### src/hdl/ppsu_pkg.sv
// Shared types and status codes for the priority scheduler cell chain.
package ppsu_pkg;

  localparam logic [1:0] STATUS_LOAD_OK  = 2'd0;
  localparam logic [1:0] STATUS_LOAD_REJ = 2'd1;
  localparam logic [1:0] STATUS_RAN      = 2'd2;
  localparam logic [1:0] STATUS_IDLE     = 2'd3;

  // Beat handed from one cell to the next during a scan.
  typedef struct packed {
    logic        tok;    // scan token, one cell at a time
    logic        found;  // best candidate held / free slot claimed
    logic [7:0]  prio;
    logic [7:0]  id;
    logic [15:0] rem;
  } chain_t;

  // Operation data broadcast to every cell.
  typedef struct packed {
    logic        is_tick;
    logic        commit;
    logic [31:0] now;
    logic [7:0]  ld_id;
    logic [15:0] ld_burst;
    logic [31:0] ld_arrival;
    logic [7:0]  ld_prio;
  } bcast_t;

endpackage

### src/hdl/ppsu_cell.sv
// One process slot of the scheduler table plus its stage of the scan chain.
module ppsu_cell import ppsu_pkg::*; #(
  parameter int IDX_W    = 3,
  parameter int CELL_IDX = 0
) (
  input  logic             clk_i,
  input  logic             rst_ni,
  input  bcast_t           bc_i,
  input  logic [IDX_W-1:0] commit_idx_i,
  input  chain_t           chain_i,
  input  logic [IDX_W-1:0] win_idx_i,
  output chain_t           chain_o,
  output logic [IDX_W-1:0] win_idx_o
);

  logic        valid_q, valid_d;
  logic [7:0]  id_q;
  logic [15:0] rem_q, rem_dec;
  logic [31:0] arr_q;
  logic [7:0]  prio_q;

  logic             tok_q, found_q;
  logic [7:0]       out_prio_q, out_id_q;
  logic [15:0]      out_rem_q;
  logic [IDX_W-1:0] out_idx_q;

  logic elig, take, claim, hit;

  assign elig  = bc_i.is_tick && valid_q && (arr_q <= bc_i.now);
  assign take  = chain_i.tok && elig && (!chain_i.found || (prio_q > chain_i.prio));
  // first free slot on the way takes the load
  assign claim = chain_i.tok && !bc_i.is_tick && !chain_i.found && !valid_q &&
                 (bc_i.ld_burst != 16'd0);
  assign hit   = bc_i.commit && (commit_idx_i == IDX_W'(CELL_IDX));
  assign rem_dec = (rem_q != 16'd0) ? rem_q - 16'd1 : rem_q;

  always_comb begin
    valid_d = valid_q;
    if (claim) begin
      valid_d = 1'b1;
    end else if (hit && (rem_dec == 16'd0)) begin
      valid_d = 1'b0;
    end
  end

  always_ff @(posedge clk_i or negedge rst_ni) begin
    if (!rst_ni) begin
      valid_q <= 1'b0;
      tok_q   <= 1'b0;
      found_q <= 1'b0;
    end else begin
      valid_q <= valid_d;
      tok_q   <= chain_i.tok;
      found_q <= chain_i.found | take | claim;
    end
  end

  always_ff @(posedge clk_i) begin
    if (claim) begin
      id_q   <= bc_i.ld_id;
      rem_q  <= bc_i.ld_burst;
      arr_q  <= bc_i.ld_arrival;
      prio_q <= bc_i.ld_prio;
    end else if (hit) begin
      rem_q <= rem_dec;
    end
    if (take) begin
      out_prio_q <= prio_q;
      out_id_q   <= id_q;
      out_rem_q  <= rem_q;
      out_idx_q  <= IDX_W'(CELL_IDX);
    end else begin
      out_prio_q <= chain_i.prio;
      out_id_q   <= chain_i.id;
      out_rem_q  <= chain_i.rem;
      out_idx_q  <= win_idx_i;
    end
  end

  assign chain_o.tok   = tok_q;
  assign chain_o.found = found_q;
  assign chain_o.prio  = out_prio_q;
  assign chain_o.id    = out_id_q;
  assign chain_o.rem   = out_rem_q;
  assign win_idx_o     = out_idx_q;

endmodule

### src/hdl/preemptive_priority_scheduler_unit.sv
// Preemptive priority scheduler: sequencer, cell chain and output register.
//
// Input beats (s_axis_*): tuser = 0 loads a process entry from tdata into the
// lowest free slot; tuser = 1 advances time by one tick, running the arrived
// entry of highest priority (lowest slot wins a tie) for one unit.
// Every input beat yields exactly one output beat (m_axis_*), in order.
//
// The table is a row of NUM_SLOTS cells. An operation sends a token down the
// row, one cell per cycle, carrying the best candidate or the load claim;
// a load is written into the free slot that the token claims, and at the end
// of a tick scan the winning cell is updated. The next beat is taken only
// after the result has been handed to the output register. s_axis_tready is
// high whenever no operation is in flight, even while a result still waits
// in the output register. If the receiver stalls, the next result waits until
// the register empties, and input is held off.
//
// Reset clears all slots and sets the time counter to zero; the block is
// ready as soon as reset is released.
module preemptive_priority_scheduler_unit import ppsu_pkg::*; #(
  parameter int NUM_SLOTS = 8
) (
  input  logic        clk_i,
  input  logic        rst_ni,
  input  logic        s_axis_tvalid,
  output logic        s_axis_tready,
  // [7:0] proc_id, [23:8] proc_burst, [55:24] proc_arrival, [63:56] proc_priority
  input  logic [63:0] s_axis_tdata,
  // [0] req_type
  input  logic        s_axis_tuser,
  output logic        m_axis_tvalid,
  input  logic        m_axis_tready,
  // [31:0] tick_time, [39:32] run_id, [55:40] run_remaining, [56] run_finished,
  // [63:57] zero
  output logic [63:0] m_axis_tdata,
  // [1:0] status
  output logic [1:0]  m_axis_tuser
);

  localparam int IDX_W = $clog2(NUM_SLOTS);

  localparam logic [1:0] S_IDLE = 2'd0;
  localparam logic [1:0] S_SCAN = 2'd1;
  localparam logic [1:0] S_DONE = 2'd2;

  logic [1:0]  state_q, state_d;
  logic        seed_q;
  logic        is_tick_q;
  logic [31:0] now_q;
  logic [7:0]  ld_id_q, ld_prio_q;
  logic [15:0] ld_burst_q;
  logic [31:0] ld_arr_q;

  logic [1:0]  res_status_q;
  logic [31:0] res_time_q;
  logic [7:0]  res_id_q;
  logic [15:0] res_rem_q;
  logic        res_fin_q;

  logic        out_valid_q;
  logic [63:0] out_data_q;
  logic [1:0]  out_user_q;

  chain_t           chain [NUM_SLOTS+1];
  logic [IDX_W-1:0] win   [NUM_SLOTS+1];
  logic [NUM_SLOTS-1:0] tok_vec;
  bcast_t           bc;

  logic        in_acc, scan_end, push;
  chain_t      last;
  logic [15:0] last_rem_dec;

  assign s_axis_tready = (state_q == S_IDLE);
  assign in_acc        = s_axis_tvalid && s_axis_tready;
  assign last          = chain[NUM_SLOTS];
  assign scan_end      = (state_q == S_SCAN) && last.tok;
  assign push          = (state_q == S_DONE) && (!out_valid_q || m_axis_tready);
  assign last_rem_dec  = (last.rem != 16'd0) ? last.rem - 16'd1 : last.rem;

  assign bc.is_tick    = is_tick_q;
  assign bc.commit     = scan_end && is_tick_q && last.found;
  assign bc.now        = now_q;
  assign bc.ld_id      = ld_id_q;
  assign bc.ld_burst   = ld_burst_q;
  assign bc.ld_arrival = ld_arr_q;
  assign bc.ld_prio    = ld_prio_q;

  assign chain[0].tok   = seed_q;
  assign chain[0].found = 1'b0;
  assign chain[0].prio  = 8'd0;
  assign chain[0].id    = 8'd0;
  assign chain[0].rem   = 16'd0;
  assign win[0]         = '0;

  for (genvar k = 0; k < NUM_SLOTS; k++) begin : g_cell
    ppsu_cell #(
      .IDX_W    (IDX_W),
      .CELL_IDX (k)
    ) u_cell (
      .clk_i        (clk_i),
      .rst_ni       (rst_ni),
      .bc_i         (bc),
      .commit_idx_i (win[NUM_SLOTS]),
      .chain_i      (chain[k]),
      .win_idx_i    (win[k]),
      .chain_o      (chain[k+1]),
      .win_idx_o    (win[k+1])
    );
    assign tok_vec[k] = chain[k+1].tok;
  end

  always_comb begin
    state_d = state_q;
    unique case (state_q)
      S_IDLE:  if (in_acc) state_d = S_SCAN;
      S_SCAN:  if (last.tok) state_d = S_DONE;
      S_DONE:  if (push) state_d = S_IDLE;
      default: state_d = S_IDLE;
    endcase
  end

  always_ff @(posedge clk_i or negedge rst_ni) begin
    if (!rst_ni) begin
      state_q     <= S_IDLE;
      seed_q      <= 1'b0;
      now_q       <= 32'd0;
      out_valid_q <= 1'b0;
    end else begin
      state_q <= state_d;
      seed_q  <= in_acc;
      if (scan_end && is_tick_q) begin
        now_q <= now_q + 32'd1;
      end
      if (push) begin
        out_valid_q <= 1'b1;
      end else if (m_axis_tready) begin
        out_valid_q <= 1'b0;
      end
    end
  end

  always_ff @(posedge clk_i) begin
    if (in_acc) begin
      is_tick_q  <= s_axis_tuser;
      ld_id_q    <= s_axis_tdata[7:0];
      ld_burst_q <= s_axis_tdata[23:8];
      ld_arr_q   <= s_axis_tdata[55:24];
      ld_prio_q  <= s_axis_tdata[63:56];
    end
    if (scan_end) begin
      res_time_q <= 32'd0;
      res_id_q   <= 8'd0;
      res_rem_q  <= 16'd0;
      res_fin_q  <= 1'b0;
      if (!is_tick_q) begin
        res_status_q <= last.found ? STATUS_LOAD_OK : STATUS_LOAD_REJ;
      end else if (last.found) begin
        res_status_q <= STATUS_RAN;
        res_time_q   <= now_q;
        res_id_q     <= last.id;
        res_rem_q    <= last_rem_dec;
        res_fin_q    <= (last_rem_dec == 16'd0);
      end else begin
        res_status_q <= STATUS_IDLE;
        res_time_q   <= now_q;
      end
    end
    if (push) begin
      out_data_q <= {7'd0, res_fin_q, res_rem_q, res_id_q, res_time_q};
      out_user_q <= res_status_q;
    end
  end

  assign m_axis_tvalid = out_valid_q;
  assign m_axis_tdata  = out_data_q;
  assign m_axis_tuser  = out_user_q;

`ifndef SYNTH
  a_one_token: assert property (@(posedge clk_i) disable iff (!rst_ni)
    $onehot0({seed_q, tok_vec}))
    else $error("more than one scan token in the cell chain");

  a_token_in_scan: assert property (@(posedge clk_i) disable iff (!rst_ni)
    (seed_q || (tok_vec != '0)) |-> (state_q == S_SCAN))
    else $error("scan token outside of a scan");

  a_time_step: assert property (@(posedge clk_i) disable iff (!rst_ni)
    !$stable(now_q) |-> $past(scan_end && is_tick_q))
    else $error("time counter moved without a tick");

  a_fin_matches: assert property (@(posedge clk_i) disable iff (!rst_ni)
    (m_axis_tvalid && (m_axis_tuser == STATUS_RAN)) |->
      (m_axis_tdata[56] == (m_axis_tdata[55:40] == 16'd0)))
    else $error("finished flag disagrees with remaining burst");

  a_accept_starts_scan: assert property (@(posedge clk_i) disable iff (!rst_ni)
    (s_axis_tvalid && s_axis_tready) |=> (state_q == S_SCAN) && seed_q)
    else $error("accepted beat did not start a scan");
`endif

endmodule
### config.mk
export PLATFORM = sky130hd
export DESIGN_NAME = preemptive_priority_scheduler_unit
export DESIGN_NICKNAME = d
export VERILOG_FILES = /design/src/hdl/ppsu_pkg.sv /design/src/hdl/ppsu_cell.sv /design/src/hdl/preemptive_priority_scheduler_unit.sv
export SDC_FILE = /design/constraint.sdc
export NUM_CORES = 2
export LEC_CHECK = 0
export BUFFER_PORTS_ARGS = -buffer_cell sky130_fd_sc_hd__buf_2
export CAP_MARGIN = 20
export CORE_AREA = 2 2 275 277
export DETAILED_ROUTE_END_ITERATION = 8
export DIE_AREA = 0 0 277 279
export MAX_ROUTING_LAYER = met4
export PLACE_DENSITY = 0.77
export SLEW_MARGIN = 20
export SYNTH_ARGS = -nofsm -noshare
export SYNTH_HDL_FRONTEND = slang
export SYNTH_SLANG_ARGS = --single-unit
### constraint.sdc
create_clock -name clk_i -period 11.2 [get_ports clk_i]
set_input_delay 2.24 -clock clk_i [delete_from_list [all_inputs] [get_ports clk_i]]
set_output_delay 2.24 -clock clk_i [all_outputs]
set_load 0.05 [all_outputs]
==> metrics.cfg <==
[status]
status = finished clean

[timing]
finalHoldViolCount = 0
fmax_mhz = 231.6
tightest_slew_ns = 1.059
setup_violations = 0
slew_headroom_pct = 29.43
drv_slew = 0
fin_crit_ns = 4.318
setup_tns_ns = 0
rsz0062_at_grt = no
post-route-period-util_pct = 38.56
fin_skew_ns = 0.03388
setup_ws_ns = 6.882

[final_layout]
final_area_mm2 = 0.04954
regArea_mm2 = 0.02768
syn2layout_area_growth_pct = 11.61
nets = 3951
multi_input_area_mm2 = 0.01579
drive_gt1_share_pct = 15.71
stdcell_count = 4611
n_antenna_cell = 0
nFillCells = 5287
post-route-util_pct = 66.88

[route]
num_vias = 27740
vias_per_cell = 6.016
post-route-drc-count = 0
post_drt_wl_per_cell_um = 22.36
drtPass1Iterations = 6
drt_iter0_drc = 2424
routed_wl_um = 103100
ant_nets = 0

[clocking]
cts_setup_buffers = 0
cts_tree = yes
clkTransAtPathRegs_ns = 0.06
numCtsBuffers = 103
clk_path_buf_depth = 3
clock_latency_ns = 0.69
hold_buffers = 0
cts-resized-gates = 0
htree_levels = 3
cts_root_buf = clkbuf_16
clkSinkCount = 1020

[die]
die-area_mm2 = 0.07728
die_w_um = 277
die_h_um = 279
rows = 100
ioPinCount = 137
start_util_pct = 59.92
core_area_mm2 = 0.07407

[logic_synthesis]
synth_edf_count = 695
ys_ff_latch = 1020
synth_area_per_cell_um2 = 13.08
syn_area_mm2 = 0.04438
ys_types = 80
yosysWarnings = 0
postSynthCellCount = 3393
async_flop_share_pct = 5.882
synthFlopType = edfxtp_1
ys_seq_area_share_pct = 62.36

[critical_path]
arrival_ns = 4.88
worstPathMaxFanout = 18
critPathKind = flop to flop
critical_path_required_ns = 11.76
crit_path_end_kind = flop
start_kind = flop

[placed_design]
dpl.hpwl_um = 69940
gp_routability_congestion = 0.9336
port_buffers = 129
placed_cells = 4414
placed_cell_area_mm2 = 0.04603
pre_cts_slack_ns = 6.958

[job]
cap_viol_max_count = 0

[grt]
grt_pass1_wl_um = 157700
grt_start_max_net_pins = 65
grt_overflow = 0
antenna_found_initial = 1
grt_pass1_vias = 27390
grtUsageTotal_pct = 27.51

[worst_hold_path]
hp-class = flop to flop

[power_and_ir_drop]
vdd_drop_max_v = 0.0001847
p_leak_nw = 18.14
pwr_density_cell_mw_per_mm2 = 180.5

==> registers in the layout, summed over array words and instances, names as in the netlist, 56 cells and up <==
name,cells
g_cell.u_cell.id_q,64
g_cell.u_cell.prio_q,64
g_cell.u_cell.out_rem_q,128
m_axis_tdata,57
g_cell.u_cell.out_id_q,64
g_cell.u_cell.rem_q,128
g_cell.u_cell.out_prio_q,56
g_cell.u_cell.arr_q,256
==> synthesized netlist by cell type (71+ instances only) <==
| cell | number | area, um2 |
|---|---|---|
| inv_1 | 139 | 521.8 |
| nand4_1 | 87 | 544.3 |
| xnor2_1 | 103 | 902.1 |
| nand3_1 | 81 | 405.4 |
| a21oi_1 | 196 | 980.9 |
| edfxtp_1 | 695 | 20870 |
| clkbuf_1 | 76 | 285.3 |
| dfxtp_1 | 265 | 5305 |
| nand2_1 | 231 | 867.1 |
| ha_1 | 331 | 4141 |
| mux2_2 | 189 | 2128 |
| o21ai_0 | 135 | 675.7 |
| nor2_1 | 188 | 705.7 |
| nor3_1 | 71 | 355.3 |
==> layout make-up <==
cell class / instances / share of cell area [%]
timing repair buffer: 154 / 1.728
tap: 969 / 2.447
clock buffer: 138 / 5.822
sequential: 1020 / 55.87
inverter: 139 / 1.053
multi-input combinational: 2133 / 31.88
clock inverter: 58 / 1.200
==> power breakdown <==
group / switching (mW) / internal, mW
combinational: 0.523 / 0.307
sequential: 0.254 / 4.36
clock: 1.46 / 2.03
total: 2.24 / 6.70
==> per-stage QoR <==
step | hold WS [ns] | total power [mW]
finish | 0.3956 | 8.940
floorplan | 0.3741 | 5.170
detailed placement | 0.3843 | 5.516
global route | 0.4157 | 9.229
global placement | 0.3839 | 5.480
CTS | 0.3948 | 8.978
==> worst max-delay path: stages, from the launching register on <==
cell and delay (ns):
dfrtp_1 0.38, inv_1 0.36, ha_1 0.33, a21oi_1 0.12
o21ai_0 0.12, a221oi_1 0.45, o22ai_1 0.17, a211oi_1 0.81
nand2_1 0.72, buf_4 0.44, mux2_2 0.30
==> per-layer routing <==
layer	GRT usage [%]	wire (um)
met1	35.39	42360
met5	-	0
met2	45.20	49880
met4	9.699	3777
met3	3.673	7094
==> cell families (layout without fill, tap and decap cells) <==
group / count (synthesis) / after routing / synth area share (%)
compound gates: 484 / 484 / 6.408
xor+xnor: 127 / 127 / 2.506
fa+ha+maj: 331 / 331 / 9.331
buf+inv: 246 / 489 / 2.227
flops: 1020 / 1020 / 62.36
mux: 221 / 221 / 5.833
other cells: 1 / 7 / 0.008449
simple gates: 963 / 963 / 11.33
==> path summary, 6_finish.rpt <==
check                                       start                            end  slack (ns)  cells after the start
min in group asynchronous                  rst_ni                      now_q[17]        1.46                      1
min reg2reg                g_cell[6].u_cell.tok_q         g_cell[7].u_cell.tok_q        0.40                      0
max in group asynchronous                  rst_ni                     state_q[0]        9.16                      2
max reg2reg                             now_q[25]  g_cell[2].u_cell.out_rem_q[1]        6.88                     10
max                                     now_q[25]  g_cell[2].u_cell.out_rem_q[1]        6.88                     10
min                        g_cell[6].u_cell.tok_q         g_cell[7].u_cell.tok_q        0.40                      0
==> cells in the final DEF (no fill, tap or decap), types with 60 or more instances in the layout <==
master,count
o21ai_0,135
xnor2_1,103
edfxtp_1,695
dfrtp_1,60
buf_2,128
nor3_1,71
mux2_2,189
inv_1,130
a21oi_1,195
nand2_1,231
dfxtp_1,265
clkbuf_16,107
ha_1,331
nand4_1,87
nand3_1,81
nor2_1,188
No activity file was read; power rests on OpenSTA's default activity.
